`src/rtl/subnet_pair_matcher_core_defines.svh`:
```
`ifndef SUBNET_PAIR_MATCHER_CORE_DEFINES_SVH
`define SUBNET_PAIR_MATCHER_CORE_DEFINES_SVH

// Same-cycle implication, sampled on clk and held off during reset
`define SPM_ASSERT_NOW(label, ante, cons, msg) \
  label: assert property (@(posedge clk) disable iff (rst) (ante) |-> (cons)) else $error(msg);

// Next-cycle implication, sampled on clk and held off during reset
`define SPM_ASSERT_NEXT(label, ante, cons, msg) \
  label: assert property (@(posedge clk) disable iff (rst) (ante) |=> (cons)) else $error(msg);

`endif

```
`src/rtl/spm_pkg.sv`:
```
`default_nettype none

package spm_pkg;

  // Command codes on the input channel
  localparam logic [1:0] OP_LOAD_SRC = 2'd0;
  localparam logic [1:0] OP_LOAD_DST = 2'd1;
  localparam logic [1:0] OP_RUN      = 2'd2;
  localparam logic [1:0] OP_IGNORE   = 2'd3;

  // Address family codes
  localparam logic [1:0] FAM_IPV4 = 2'd0;

  localparam int unsigned ADDR_W   = 32;
  localparam int unsigned PREFIX_W = 6;
  localparam int unsigned INDEX_W  = 3;

  localparam logic [PREFIX_W-1:0] PREFIX_MAX = PREFIX_W'(ADDR_W);

  // Controller to datapath commands
  typedef struct packed {
    logic load_src;
    logic load_dst;
    logic start;
    logic step;
    logic capture;
    logic push;
    logic finish;
  } spm_cmd_t;

  // Datapath to controller status
  typedef struct packed {
    logic match;
    logic last_combo;
    logic tables_empty;
    logic cand_valid;
    logic out_free;
  } spm_status_t;

  // Clamp a prefix length to the address width
  function automatic logic [PREFIX_W-1:0] sat_prefix(input logic [PREFIX_W-1:0] p);
    sat_prefix = (p > PREFIX_MAX) ? PREFIX_MAX : p;
  endfunction

  // Network mask for a clamped prefix: zero gives no bits, full width gives all
  function automatic logic [ADDR_W-1:0] prefix_mask(input logic [PREFIX_W-1:0] p);
    if (p >= PREFIX_MAX) begin
      prefix_mask = '1;
    end else begin
      prefix_mask = ~({ADDR_W{1'b1}} >> p);
    end
  endfunction

endpackage

`default_nettype wire

```
`src/rtl/spm_ctrl.sv`:
```
`default_nettype none

module spm_ctrl
  import spm_pkg::*;
(
  input  logic        clk,
  input  logic        rst,
  input  logic        in_valid,
  output logic        in_stall,
  input  logic [1:0]  opcode,
  input  spm_status_t status,
  output spm_cmd_t    cmd
);

  typedef enum logic [1:0] {
    ST_IDLE,
    ST_SCAN,
    ST_FLUSH
  } state_t;

  state_t state;
  state_t state_next;
  logic   advance;

  // Hold the sequencer state
  always_ff @(posedge clk) begin
    if (rst) begin
      state <= ST_IDLE;
    end else begin
      state <= state_next;
    end
  end

  // Take commands only when idle
  assign in_stall = (state != ST_IDLE);

  // Decode commands and walk the source/destination grid
  always_comb begin
    cmd        = '0;
    state_next = state;
    advance    = 1'b0;
    unique case (state)
      ST_IDLE: begin
        if (in_valid) begin
          unique case (opcode)
            OP_LOAD_SRC: cmd.load_src = 1'b1;
            OP_LOAD_DST: cmd.load_dst = 1'b1;
            OP_RUN: begin
              if (status.tables_empty) begin
                state_next = ST_FLUSH;
              end else begin
                cmd.start  = 1'b1;
                state_next = ST_SCAN;
              end
            end
            OP_IGNORE: ;
          endcase
        end
      end
      ST_SCAN: begin
        if (status.match) begin
          if (!status.cand_valid) begin
            cmd.capture = 1'b1;
            advance     = 1'b1;
          end else if (status.out_free) begin
            cmd.push    = 1'b1;
            cmd.capture = 1'b1;
            advance     = 1'b1;
          end
        end else begin
          advance = 1'b1;
        end
        if (advance) begin
          cmd.step = 1'b1;
          if (status.last_combo) begin
            state_next = ST_FLUSH;
          end
        end
      end
      ST_FLUSH: begin
        if (status.out_free) begin
          cmd.finish = 1'b1;
          state_next = ST_IDLE;
        end
      end
      default: state_next = ST_IDLE;
    endcase
  end

endmodule

`default_nettype wire

```
`src/rtl/spm_dp.sv`:
```
`default_nettype none

module spm_dp
  import spm_pkg::*;
#(
  parameter int unsigned SRC_ENTRIES = 8,
  parameter int unsigned DST_ENTRIES = 8
) (
  input  logic                clk,
  input  logic                rst,
  input  spm_cmd_t            cmd,
  output spm_status_t         status,
  input  logic [1:0]          entry_family,
  input  logic [ADDR_W-1:0]   entry_address,
  input  logic [PREFIX_W-1:0] entry_prefix,
  input  logic signed [31:0]  entry_speed,
  output logic                out_valid,
  input  logic                out_stall,
  output logic                pair_valid,
  output logic [INDEX_W-1:0]  src_index,
  output logic [INDEX_W-1:0]  dst_index,
  output logic [ADDR_W-1:0]   src_address_out,
  output logic [ADDR_W-1:0]   dst_address_out,
  output logic signed [31:0]  link_speed_out,
  output logic                overflowed,
  output logic                last
);

  localparam int unsigned SCW = $clog2(SRC_ENTRIES + 1);
  localparam int unsigned DCW = $clog2(DST_ENTRIES + 1);
  localparam int unsigned SAW = (SRC_ENTRIES > 1) ? $clog2(SRC_ENTRIES) : 1;
  localparam int unsigned DAW = (DST_ENTRIES > 1) ? $clog2(DST_ENTRIES) : 1;

  // Entry tables
  logic [1:0]          src_family_store  [SRC_ENTRIES];
  logic [ADDR_W-1:0]   src_address_store [SRC_ENTRIES];
  logic [PREFIX_W-1:0] src_prefix_store  [SRC_ENTRIES];
  logic signed [31:0]  src_speed_store   [SRC_ENTRIES];
  logic [1:0]          dst_family_store  [DST_ENTRIES];
  logic [ADDR_W-1:0]   dst_address_store [DST_ENTRIES];
  logic [PREFIX_W-1:0] dst_prefix_store  [DST_ENTRIES];
  logic signed [31:0]  dst_speed_store   [DST_ENTRIES];

  logic [SCW-1:0] src_count;
  logic [DCW-1:0] dst_count;
  logic           overflow_flag;
  logic [SCW-1:0] src_ptr;
  logic [DCW-1:0] dst_ptr;

  // Held match, waiting to learn whether it closes the run
  logic               cand_valid;
  logic [INDEX_W-1:0] cand_src_idx;
  logic [INDEX_W-1:0] cand_dst_idx;
  logic [ADDR_W-1:0]  cand_src_addr;
  logic [ADDR_W-1:0]  cand_dst_addr;
  logic signed [31:0] cand_speed;

  logic [1:0]          src_fam_cur;
  logic [1:0]          dst_fam_cur;
  logic [ADDR_W-1:0]   src_addr_cur;
  logic [ADDR_W-1:0]   dst_addr_cur;
  logic [PREFIX_W-1:0] src_pre_cur;
  logic [PREFIX_W-1:0] dst_pre_cur;
  logic signed [31:0]  src_spd_cur;
  logic signed [31:0]  dst_spd_cur;
  logic signed [31:0]  min_speed;
  logic                src_full;
  logic                dst_full;

  assign src_full = (src_count >= SCW'(SRC_ENTRIES));
  assign dst_full = (dst_count >= DCW'(DST_ENTRIES));

  // Append entries and track fill counts
  always_ff @(posedge clk) begin
    if (cmd.load_src && !src_full) begin
      src_family_store[src_count[SAW-1:0]]  <= entry_family;
      src_address_store[src_count[SAW-1:0]] <= entry_address;
      src_prefix_store[src_count[SAW-1:0]]  <= sat_prefix(entry_prefix);
      src_speed_store[src_count[SAW-1:0]]   <= entry_speed;
    end
    if (cmd.load_dst && !dst_full) begin
      dst_family_store[dst_count[DAW-1:0]]  <= entry_family;
      dst_address_store[dst_count[DAW-1:0]] <= entry_address;
      dst_prefix_store[dst_count[DAW-1:0]]  <= sat_prefix(entry_prefix);
      dst_speed_store[dst_count[DAW-1:0]]   <= entry_speed;
    end
  end

  always_ff @(posedge clk) begin
    if (rst) begin
      src_count     <= '0;
      dst_count     <= '0;
      overflow_flag <= 1'b0;
    end else if (cmd.finish) begin
      src_count     <= '0;
      dst_count     <= '0;
      overflow_flag <= 1'b0;
    end else begin
      if (cmd.load_src) begin
        if (src_full) begin
          overflow_flag <= 1'b1;
        end else begin
          src_count <= src_count + SCW'(1);
        end
      end
      if (cmd.load_dst) begin
        if (dst_full) begin
          overflow_flag <= 1'b1;
        end else begin
          dst_count <= dst_count + DCW'(1);
        end
      end
    end
  end

  // Advance the grid pointers, destination fastest
  always_ff @(posedge clk) begin
    if (rst || cmd.start) begin
      src_ptr <= '0;
      dst_ptr <= '0;
    end else if (cmd.step) begin
      if ((dst_ptr + DCW'(1)) == dst_count) begin
        dst_ptr <= '0;
        src_ptr <= src_ptr + SCW'(1);
      end else begin
        dst_ptr <= dst_ptr + DCW'(1);
      end
    end
  end

  // Read the current pair and compare masked networks
  assign src_fam_cur  = src_family_store[src_ptr[SAW-1:0]];
  assign dst_fam_cur  = dst_family_store[dst_ptr[DAW-1:0]];
  assign src_addr_cur = src_address_store[src_ptr[SAW-1:0]];
  assign dst_addr_cur = dst_address_store[dst_ptr[DAW-1:0]];
  assign src_pre_cur  = src_prefix_store[src_ptr[SAW-1:0]];
  assign dst_pre_cur  = dst_prefix_store[dst_ptr[DAW-1:0]];
  assign src_spd_cur  = src_speed_store[src_ptr[SAW-1:0]];
  assign dst_spd_cur  = dst_speed_store[dst_ptr[DAW-1:0]];
  assign min_speed    = (src_spd_cur >= dst_spd_cur) ? dst_spd_cur : src_spd_cur;

  always_comb begin
    status.match = (src_fam_cur == FAM_IPV4) && (dst_fam_cur == FAM_IPV4) &&
                   ((src_addr_cur & prefix_mask(src_pre_cur)) ==
                    (dst_addr_cur & prefix_mask(dst_pre_cur)));
    status.last_combo   = ((dst_ptr + DCW'(1)) == dst_count) &&
                          ((src_ptr + SCW'(1)) == src_count);
    status.tables_empty = (src_count == '0) || (dst_count == '0);
    status.cand_valid   = cand_valid;
    status.out_free     = !out_valid || !out_stall;
  end

  // Hold the latest match
  always_ff @(posedge clk) begin
    if (rst || cmd.start || cmd.finish) begin
      cand_valid <= 1'b0;
    end else if (cmd.capture) begin
      cand_valid <= 1'b1;
    end
  end

  always_ff @(posedge clk) begin
    if (cmd.capture) begin
      cand_src_idx  <= INDEX_W'(src_ptr);
      cand_dst_idx  <= INDEX_W'(dst_ptr);
      cand_src_addr <= src_addr_cur;
      cand_dst_addr <= dst_addr_cur;
      cand_speed    <= min_speed;
    end
  end

  // Output register: drop on transfer, refill on push or finish
  always_ff @(posedge clk) begin
    if (rst) begin
      out_valid <= 1'b0;
    end else if (cmd.push || cmd.finish) begin
      out_valid <= 1'b1;
    end else if (!out_stall) begin
      out_valid <= 1'b0;
    end
  end

  always_ff @(posedge clk) begin
    if (cmd.push || (cmd.finish && cand_valid)) begin
      pair_valid      <= 1'b1;
      src_index       <= cand_src_idx;
      dst_index       <= cand_dst_idx;
      src_address_out <= cand_src_addr;
      dst_address_out <= cand_dst_addr;
      link_speed_out  <= cand_speed;
      overflowed      <= overflow_flag;
      last            <= cmd.finish;
    end else if (cmd.finish) begin
      pair_valid      <= 1'b0;
      src_index       <= '0;
      dst_index       <= '0;
      src_address_out <= '0;
      dst_address_out <= '0;
      link_speed_out  <= '0;
      overflowed      <= overflow_flag;
      last            <= 1'b1;
    end
  end

endmodule

`default_nettype wire

```
`src/rtl/subnet_pair_matcher_core.sv`:
```
// Channel | Handshake            | Payload
// --------+----------------------+-------------------------------------------------
// in      | in_valid / in_stall  | opcode, entry_family, entry_address,
//         |                      | entry_prefix, entry_speed
// out     | out_valid / out_stall| pair_valid, src_index, dst_index, src_address_out,
//         |                      | dst_address_out, link_speed_out, overflowed, last
//
// Loads may follow each other every cycle. A run walks all S*D combinations of S
// source and D destination entries: the sequencer checks one combination per cycle
// unless a stalled output holds the walk, and skips the walk when a table is empty.
// Synchronous active-high reset empties both tables and clears the overflow flag.
// A stalled output halts the grid walk at a match while an earlier match already
// waits behind it, and holds the closing result of the run until it is free.
`default_nettype none

`include "subnet_pair_matcher_core_defines.svh"

module subnet_pair_matcher_core
  import spm_pkg::*;
#(
  parameter int unsigned SRC_ENTRIES = 8,
  parameter int unsigned DST_ENTRIES = 8
) (
  input  logic                clk,
  input  logic                rst,
  input  logic                in_valid,
  output logic                in_stall,
  input  logic [1:0]          opcode,
  input  logic [1:0]          entry_family,
  input  logic [ADDR_W-1:0]   entry_address,
  input  logic [PREFIX_W-1:0] entry_prefix,
  input  logic signed [31:0]  entry_speed,
  output logic                out_valid,
  input  logic                out_stall,
  output logic                pair_valid,
  output logic [INDEX_W-1:0]  src_index,
  output logic [INDEX_W-1:0]  dst_index,
  output logic [ADDR_W-1:0]   src_address_out,
  output logic [ADDR_W-1:0]   dst_address_out,
  output logic signed [31:0]  link_speed_out,
  output logic                overflowed,
  output logic                last
);

  spm_cmd_t    cmd;
  spm_status_t status;

  spm_ctrl u_ctrl (
    .clk      (clk),
    .rst      (rst),
    .in_valid (in_valid),
    .in_stall (in_stall),
    .opcode   (opcode),
    .status   (status),
    .cmd      (cmd)
  );

  spm_dp #(
    .SRC_ENTRIES (SRC_ENTRIES),
    .DST_ENTRIES (DST_ENTRIES)
  ) u_dp (
    .clk             (clk),
    .rst             (rst),
    .cmd             (cmd),
    .status          (status),
    .entry_family    (entry_family),
    .entry_address   (entry_address),
    .entry_prefix    (entry_prefix),
    .entry_speed     (entry_speed),
    .out_valid       (out_valid),
    .out_stall       (out_stall),
    .pair_valid      (pair_valid),
    .src_index       (src_index),
    .dst_index       (dst_index),
    .src_address_out (src_address_out),
    .dst_address_out (dst_address_out),
    .link_speed_out  (link_speed_out),
    .overflowed      (overflowed),
    .last            (last)
  );

  // An empty marker always closes its run
  `SPM_ASSERT_NOW(a_marker_last, out_valid && !pair_valid, last, "empty marker without last")
  // An empty marker carries zero payload
  `SPM_ASSERT_NOW(a_marker_zero, out_valid && !pair_valid,
    (src_address_out == '0) && (dst_address_out == '0) && (link_speed_out == '0),
    "empty marker with payload")
  // A run transfer blocks the input channel on the next cycle
  `SPM_ASSERT_NEXT(a_run_blocks, in_valid && !in_stall && (opcode == OP_RUN), in_stall,
    "input open right after run")

endmodule

`default_nettype wire
```
`config.mk`:
```
export PLATFORM = sky130hd
export DESIGN_NAME = subnet_pair_matcher_core
export DESIGN_NICKNAME = d
export VERILOG_FILES = /design/src/rtl/spm_pkg.sv /design/src/rtl/spm_ctrl.sv /design/src/rtl/spm_dp.sv /design/src/rtl/subnet_pair_matcher_core.sv
export VERILOG_INCLUDE_DIRS = /design/src /design/src/rtl
export SDC_FILE = /design/constraint.sdc
export NUM_CORES = 1
export LEC_CHECK = 0
export ABC_AREA = 1
export BUFFER_PORTS_ARGS = -buffer_cell sky130_fd_sc_hd__buf_2
export CORE_MARGIN = 2
export CORE_UTILIZATION = 40
export CTS_CLUSTER_SIZE = 10
export DETAILED_ROUTE_END_ITERATION = 10
export SKIP_CTS_REPAIR_TIMING = 1
export SYNTH_ARGS = -nofsm -noshare
export SYNTH_HDL_FRONTEND = slang
export SYNTH_SLANG_ARGS = --single-unit
```
`constraint.sdc`:
```
create_clock -name clk -period 10.7 [get_ports clk]
set_input_delay 1.605 -clock clk [delete_from_list [all_inputs] [get_ports clk]]
set_output_delay 1.605 -clock clk [all_outputs]
set_load 0.01 [all_outputs]
```
### After elaboration in Yosys (flattened, before gate mapping)

Memory sizes are Yosys's and may differ from the RTL's. A register that Yosys moved wholly into a read port is not among the register bits.
Cells that the tools add are included.
Widths: inputs -> output; s select.

| storage, ports and cells | value |
|---|---|
| flip-flop bits (word level) | 228 |
| memory bits (writable) | 1,152 |
| input port bits | 78 |
| memories | 8 |

| operators by class | value |
|---|---|
| $add $sub $neg | 4 |
| magnitude comparators | 6 |
| equal/unequal tests | 13 |
| shift operators | 2 |
| mux-type cells | 66 |
| bitwise logic cells | 6 |
| reduce and logical (&&, ||, !) cells | 29 |

Memories:

| name | words | bits a word | rd ports | clocked after Yosys merged registers in | wr ports | line | RTL |
|---|---|---|---|---|---|---|---|
| u_dp.dst_address_store | 8 | 32 | 1 | 1 | 1 | spm_dp.sv:40 | `logic [ADDR_W-1:0] dst_address_store [DST_ENTRIES];` |
| u_dp.dst_speed_store | 8 | 32 | 1 | 1 | 1 | spm_dp.sv:42 | `logic signed [31:0] dst_speed_store [DST_ENTRIES];` |
| u_dp.src_address_store | 8 | 32 | 1 | 1 | 1 | spm_dp.sv:36 | `logic [ADDR_W-1:0] src_address_store [SRC_ENTRIES];` |
| u_dp.src_speed_store | 8 | 32 | 1 | 1 | 1 | spm_dp.sv:38 | `logic signed [31:0] src_speed_store [SRC_ENTRIES];` |
| u_dp.dst_prefix_store | 8 | 6 | 1 | 1 | 1 | spm_dp.sv:41 | `logic [PREFIX_W-1:0] dst_prefix_store [DST_ENTRIES];` |
| u_dp.src_prefix_store | 8 | 6 | 1 | 1 | 1 | spm_dp.sv:37 | `logic [PREFIX_W-1:0] src_prefix_store [SRC_ENTRIES];` |
| +2 memories | -- | -- | -- | -- | -- | -- |  |

Operators with widths:

| cell | count |
|---|---|
| $mux 32 | 7 |
| $mux 3 | 22 |
| $and 32x32->32 | 2 |
| $not 32->32 | 2 |
| $shr 32x6->32 const A | 2 |
| $eq 32x32->1 | 1 |
| $ge 32x32->1 | 1 |
| $mux 1 | 26 |
| $add 4x1->4 const B | 4 |
| $mux 2 | 8 |
| $ge 6x6->1 const B | 2 |
| $eq 4x4->1 | 2 |
| $ge 4x4->1 const B | 2 |
| $logic_not 2->1 | 4 |
| $logic_not 4->1 | 2 |
| $ne 2x2->1 const B | 4 |
| $gt 6x6->1 const B | 1 |
| $logic_and 1x1->1 | 6 |
| $logic_or 1x1->1 | 6 |
| $mux 6 | 1 |
| $pmux 2 s3 | 1 |
| $reduce_and 2->1 | 3 |
| $reduce_and 5->1 | 1 |
| $eq 2x1->1 const B | 2 |
| 7 further kinds | 14 |

### Depth between registers and ports, before layout

Gate-level depths: netlist of run 1.

| logic depth | value |
|---|---|
| word-level depth | 13 |
| gate-level depth with buffers | 28 |
| mapped depth without buffers | 22 |

### By module

A second synthesis of run 1 with hierarchy kept.

| second synthesis, totals | value |
|---|---|
| cell total of the unflattened synthesis | 4,718 |
| area, all modules | 56,531.7 um2 |

By module, submodules not included:

| module | times used | cells each | area an instance (um2) | sequential area each (um2) |
|---|---|---|---|---|
| spm_dp | 1 | 4,684 | 56,349.0 | 41,299.6 |
| spm_ctrl | 1 | 34 | 182.7 | 40.0 |

### Least setup slack after synthesis of run 1

Ideal clock, no wire load.

| timing | value |
|---|---|
| path type | input port to flip-flop |
| start | input in_valid |
| end | memory u_dp.dst_address_store[1][0] (enable) |
| arrival time | 7,306 ps |
| required time | 10,109 ps |
| setup slack | 2,804 ps |
| stages on the path | 8 |
| buffers on the path | 0 |
| cells stage by stage | inv_1 nor4_1 inv_1 nor2_1 inv_1 nor2_1 inv_1 nor3_1 |

| on the way | value |
|---|---|
| word-level cells in the longest chain between the ends | 5 |

RTL lines:

| item | line | RTL |
|---|---|---|
| start, declared | subnet_pair_matcher_core.sv:26 | `input logic in_valid,` |
| $mux 3 | spm_ctrl.sv:44 | `if (in_valid) begin` |
| $mux 3 | spm_ctrl.sv:42 | `unique case (state)` |
| $logic_and 1x1->1 | spm_dp.sv:81 | `if (cmd.load_dst && !dst_full) begin` |
| $mux 1 | spm_dp.sv:81 |  |
| $mux 1 (not written as such) | spm_dp.sv:83 | `dst_address_store[dst_count[DAW-1:0]] <= entry_address;` |
| end, declared | spm_dp.sv:40 |  |

Every way passes these cells.

==> impl_metrics.ini, run 1 <==
[floorplan]
fp-row-count = 137
die_y_um = 378.9
ios = 185
die-area_mm2 = 0.1436
die_w_um = 378.9
design.core.area_mm2 = 0.1395
initial_core_util_pct = 40.29

[drt]
drt-vias-per-instance = 5.372
drt_wl_total_mm = 155.4
drtPass1Iterations = 5
route.vias.total = 35750
ant_nets = 0
drc = 0
drtIter0Drc = 3573
post_drt_wl_per_cell_um = 23.35

[synthesis]
synth-edff-count = 1358
synth_common_cells = edfxtp_1 (1358), nor2_1 (825), nand2_1 (621), o21ai_0 (542), inv_1 (200)
synthCells = 4562
synth_warnings = 0
synth.most_common_cell = edfxtp_1
syn-num-nets = 4678
syn_area_mm2 = 0.05622
synth_top_family_by_area = simple AND/OR/NAND/NOR gates
synth_top_area_share_pct = 72.53
synthAdderAreaFrac_pct = 0.8456
synth.area.mux_share_pct = 0
async_reset_ff_share_pct = 0
avgSynthCellArea_um2 = 12.32
yosys-top-cells-area = edfxtp_1 (73%), nor2_1 (5.5%), o21ai_0 (4.8%)
synth_compound_area_share_pct = 10.25
ys_seq_area_share_pct = 73.53
synth_simple_gate_area_share_pct = 11.43
synthFlopType = edfxtp_1
synth_cell_types = 46
yosys.area.top_type = edfxtp_1
ys_seq_elements = 1386
synth_xor_area_share_pct = 0.2337

[global_route]
grt_pass1_vias = 34003
grt_overflow = 0
track_usage_pct = 21.52
grt_max_degree = 161
antenna_found_initial = 27
grt_pass1_wl_mm = 226.7

[worst_setup_path]
regToRegSetupSlack_ns = 3.93
worstSetupPathType = reg -> reg
cp_cell_sequence = inv_8, buf_4, nand2_1, nand3_1, nand3_1, nand2_1, nand2_2, inv_2, nand2_1, nand2_1, inv_2, nand2_1, inv_1, nor2_1, nand2_1, nor2_1, nand2_1, nor2_4, nand4_4, nand2_4, buf_4
crit_arrival_ns = 7.17
worstPathRequired_ns = 11.11
cpMaxStageDelayCell = buf_4
cp-start-kind = flip-flop
cp-end-kind = flip-flop
slowest_delay_ns = 0.84
path_max_fanout = 109
crit_top_cell = nand2_1

[placement]
dpl.cell_count = 6429
dp_hpwl_mm = 89.32
gp_congestion = 0.9440
dpl_cell_area_mm2 = 0.05889
portBuffers = 184
pre_cts_slack_ns = 3.873

[clocking]
cts_tree = yes
clock_sinks = 1386
cts_buffers = 160
path_clk_slew_ns = 0.06
clkLatencyLatePin_ns = 0.79
cts-root-buf = clkbuf_16
cts-htree-levels = 4
max-clock-path-buffers = 3

[run]
cap_violations = 0

[timing]
fin_ws_ns = 3.933
worst_slew_pin_slew_ns = 1.184
tns_ns = 0
fin_crit_ns = 6.767
slew_headroom_pct = 21.04
finalHoldViolCount = 0
fmax_mhz = 147.8
rsz0062_at_grt = false
setup_violations = 0
drv_slew = 0
fin_crit_sh_pct = 63.24
skew_ns = 0.03680
whs_ns = 0.4532

[final_layout]
fill_cells = 12596
area_delta_synth_final_pct = 12.74
nets = 4831
finalNonFillerCells = 6655
drive_gt1_share_pct = 10.15
final_area_mm2 = 0.06338
fin_util_pct = 45.43

[pwr]
p_per_area_mw_per_mm2 = 242.8
vdd_drop_max_mv = 0.1579
cellLeakagePower_nw = 22.39
totalPowerFinal_mw = 15.39

[status]
outcome = finished clean

[min_path]
hold_class = reg -> reg
sequential cells by signal, summed over array words and instances (netlist names), 2 cells and up, named ones only:
register	count
u_dp.src_prefix_store	48
u_dp.src_address_out	32
u_dp.src_count	4
u_dp.cand_src_idx	3
u_dp.src_family_store	16
u_dp.link_speed_out	32
u_dp.cand_dst_idx	3
u_dp.dst_ptr	4
u_dp.src_address_store	256
u_dp.cand_dst_addr	32
u_dp.cand_src_addr	32
u_dp.src_ptr	4
u_dp.dst_address_out	32
u_dp.cand_speed	32
u_dp.dst_prefix_store	48
u_ctrl.state	2
u_dp.dst_family_store	16
u_dp.dst_index	3
u_dp.dst_speed_store	256
u_dp.dst_address_store	256
u_dp.dst_count	4
u_dp.src_speed_store	256
u_dp.src_index	3
routing by layer:
metal / wire length (um) / share of wire [%] / global-route usage [%]
met5: 92 / 0.059 / 0
met4: 4386 / 2.8 / 6.926
met3: 12500 / 8.0 / 4.082
met2: 71270 / 46 / 33.91
met1: 67150 / 43 / 30.09
logic make-up (layout without fill, tap and decap cells):
family | after synthesis | in the layout
AND/OR/NAND/NOR | 1631 | 1631
XOR/XNOR | 15 | 15
AO/OA/AOI/OAI | 1017 | 1017
flip-flops | 1386 | 1386
other | 0 | 10
adder cells (fa/ha/maj) | 38 | 38
buffers and inverters | 475 | 682
where the power goes:
| group | switching (mW) | leakage (nW) | total (mW) | internal [mW] |
|---|---|---|---|---|
| logic | 3.00 | 7.71 | 4.10 | 1.10 |
| clock network | 2.06 | 2.17 | 4.81 | 2.75 |
| registers | 0.161 | 12.5 | 6.48 | 6.32 |
layout by cell type (no fill, tap or decap), drive strengths merged, types with 3 or more instances in the layout:
cell type,synthesis,routed
o21a,6,6
buf,127,248
edfxtp,1358,1358
a21oi,72,72
clkbuf,130,196
dfxtp,28,28
a31oi,35,35
o211ai,6,6
nor4,3,3
o221ai,33,33
xnor2,4,4
o22ai,149,149
nand2,623,623
clkinv,3,15
diode,0,10
ha,38,38
inv,215,222
o21ai,607,607
nand4,14,14
nand3,142,142
nor2,829,829
nor3,15,15
a21boi,104,104
xor2,11,11
final timing paths:
path / depth (start not counted) / endpoint / from
worst min register to register: 0 / u_dp.overflowed / u_dp.overflow_flag
worst max register to register: 21 / u_dp.dst_address_out[2] / flip-flop
worst max-delay path: 21 / u_dp.dst_address_out[2] / flip-flop
worst min-delay path: 0 / u_dp.overflowed / u_dp.overflow_flag
worst max-delay path, delay by kind of cell, from the launching register on:
| kind | cells | cell delay, ns |
|---|---|---|
| and+or+nand+nor | 15 | 3.41 |
| buffers and inverters | 6 | 2.40 |
| DFF | 1 | 0.39 |
cell type report:
type	instances	area [um^2]	share of cell area [%]
antenna	10	25.02	0.03948
clock buffer	196	4192	6.613
clock inverter	20	281.5	0.4441
inverter	218	840.8	1.327
multi-input combinational	2701	12910	20.37
sequential	1386	41360	65.25
tap	1876	2347	3.703
timing repair buffer	248	1426	2.250
Power figures use the tool's default switching activity.
==> run 2: changes to the inputs <==
Settings changed: ABC_AREA 1 to 0.
Clock period 10.7 ns to 6.4 ns, I/O delays scaled along.
==> impl_metrics.ini, run 2 <==
[status]
outcome = finished clean

[timing]
fmax_mhz = 186.0
fin_crit_sh_pct = 84.03
worst_slew_pin_slew_ns = 1.250
slew_headroom_pct = 16.44
drv_slew = 0
finalHoldViolCount = 0
setup_violations = 0
tns_ns = 0
whs_ns = 0.4401
rsz0062_at_grt = false
fin_crit_ns = 5.378
skew_ns = 0.02934

[synthesis]
syn_area_mm2 = 0.05406
synthAdderAreaFrac_pct = 0.8794
ys_seq_area_share_pct = 76.47
synth-edff-count = 1358
yosys-top-cells-area = edfxtp_1 (75%), mux4_2 (12%), mux2i_1 (2.1%)
synth.most_common_cell = edfxtp_1
syn-num-nets = 2653
synth_cell_types = 69
synth_xor_area_share_pct = 0.6318
async_reset_ff_share_pct = 0
synthCells = 2537
ys_seq_elements = 1386
synth_warnings = 0
avgSynthCellArea_um2 = 21.31
synth.area.mux_share_pct = 15.46
synth_top_family_by_area = multiplexers
synthFlopType = edfxtp_1
synth_compound_area_share_pct = 1.983
synth_simple_gate_area_share_pct = 3.018
yosys.area.top_type = edfxtp_1
synth_top_area_share_pct = 75.43
synth_common_cells = edfxtp_1 (1358), mux4_2 (282), mux2i_1 (112), and2_1 (102), mux2_2 (69)

[floorplan]
die_w_um = 371.6
fp-row-count = 134
design.core.area_mm2 = 0.1338
initial_core_util_pct = 40.41
die-area_mm2 = 0.1381
ios = 185
die_y_um = 371.6

[placement]
dpl.cell_count = 4446
dp_hpwl_mm = 79.18
gp_congestion = 0.8965
portBuffers = 184

[worst_setup_path]
path_buf_inv = 1
crit_arrival_ns = 5.99
cpMaxStageDelayCell = mux2i_1
worstSetupPathType = reg -> reg
slowest_delay_ns = 0.78
cp-end-kind = flip-flop
critPathTopFamily = simple AND/OR/NAND/NOR gates
cp-start-kind = flip-flop
path_max_fanout = 65
cp_cell_sequence = mux4_2, mux2i_1, nand2_2, o31a_1, a21boi_0, and4bb_1, nand3_1, nor4_4, o211a_4, buf_12, and2_1
worstPathRequired_ns = 7.02

[run]
cap_violations = 0

[drt]
ant_nets = 0
drc = 0
drtIter0Drc = 2495
post_drt_wl_per_cell_um = 27.93
route.vias.total = 25800
drt_wl_total_mm = 130.0
drtPass1Iterations = 5
drt-vias-per-instance = 5.542

[clocking]
path_clk_slew_ns = 0.06
cts_buffers = 158
max-clock-path-buffers = 3
cts-htree-levels = 4
cts-root-buf = clkbuf_16
cts_tree = yes
clkLatencyLatePin_ns = 0.77
clock_sinks = 1386

[final_layout]
layout_common_cells = edfxtp_1 (1358), mux4_2 (282), buf_2 (184), clkbuf_16 (161), mux2i_1 (112)
area_delta_synth_final_pct = 14.46
nets = 2954
layout_commonest_cell = edfxtp_1
drive_gt1_share_pct = 28.61
finalNonFillerCells = 4655

[pwr]
totalPowerFinal_mw = 19.06
p_per_area_mw_per_mm2 = 308.0
cellLeakagePower_nw = 19.25
vdd_drop_max_mv = 0.2781

[min_path]
hold_class = in -> reg
holdCritStartpoint = rst

[global_route]
grt_pass1_wl_mm = 187.3
met1_usage_pct = 25.90
met3_usage_pct = 2.950
grt_pass1_vias = 26912
antenna_found_initial = 17
track_usage_pct = 18.93
grt_busiest_layer = met2
grt_overflow = 0
grt_max_degree = 73
met2_usage_pct = 31.11
==> run 2: cell count changes after synthesis, moves of 69 or more <==
cell / previous run / this run
clkbuf_1: 130 / 32
mux2i_1: 0 / 112
o21ai_0: 542 / 31
mux4_2: 0 / 282
nor2_1: 825 / 49
inv_1: 200 / 46
and2_1: 1 / 102
o22ai_1: 149 / 0
nand2_1: 621 / 24
mux2_2: 0 / 69
nand3_1: 141 / 14
==> run 2: routing by layer <==
layer	vias to the layer above	share of wire (%)
met5	-	0.082
met4	16	2.6
met3	198	5.8
met2	893	49
met1	13689	43
li1	11004	-
==> run 2: final cells by class <==
class	count	area (um^2)
Timing Repair Buffer	254	1759
Inverter	46	172.7
Clock buffer	188	4150
Multi-Input combinational cell	992	12030
Sequential cell	1386	41360
Fill cell	11046	71910
Antenna cell	3	7.507
Tap cell	1768	2212
Clock inverter	18	187.7
==> run 2: metrics by stage <==
step / area (um^2) / setup WS (ns) / util, %
6_report: 61880 / 1.022 / 46.25
5_1_grt: 61870 / 0.5711 / 46.25
3_3_place_gp: 57540 / 0.9303 / 43.00
4_1_cts: 61870 / 0.9808 / 46.25
3_5_place_dp: 57540 / 0.9959 / 43.00
2_1_floorplan: 54090 / 0.3497 / -
==> run 2: path summary, 6_finish.rpt <==
path | end | slack (ns) | depth (start not counted)
worst min register to register | u_dp.overflowed | 0.48 | 0
worst max-delay path | u_dp.dst_address_out[19] | 1.02 | 11
worst max register to register | u_dp.dst_address_out[19] | 1.02 | 11
worst min-delay path | u_dp.out_valid | 0.44 | 2
==> run 2: worst register-to-register path, stage by stage, from the launching register on <==
cell and delay (ns):
dfxtp_4 0.73, mux4_2 0.61, mux2i_1 0.78, nand2_2 0.43, o31a_1 0.46, a21boi_0 0.15, and4bb_1 0.22, nand3_1 0.14
nor4_4 0.57, o211a_4 0.61, buf_12 0.31, and2_1 0.23
==> run 2: cell families after synthesis <==
group	after synthesis
simple gates	286
buf+inv	159
mux	469
xor+xnor	39
flops	1386
fa+ha+maj	38
compound gates	160
==> run 2: report_power, final <==
group | internal [mW] | switching [mW] | leakage (nW)
registers | 10.1 | 0.0619 | 12.4
logic | 0.434 | 0.653 | 4.72
clock network | 4.52 | 3.30 | 2.11
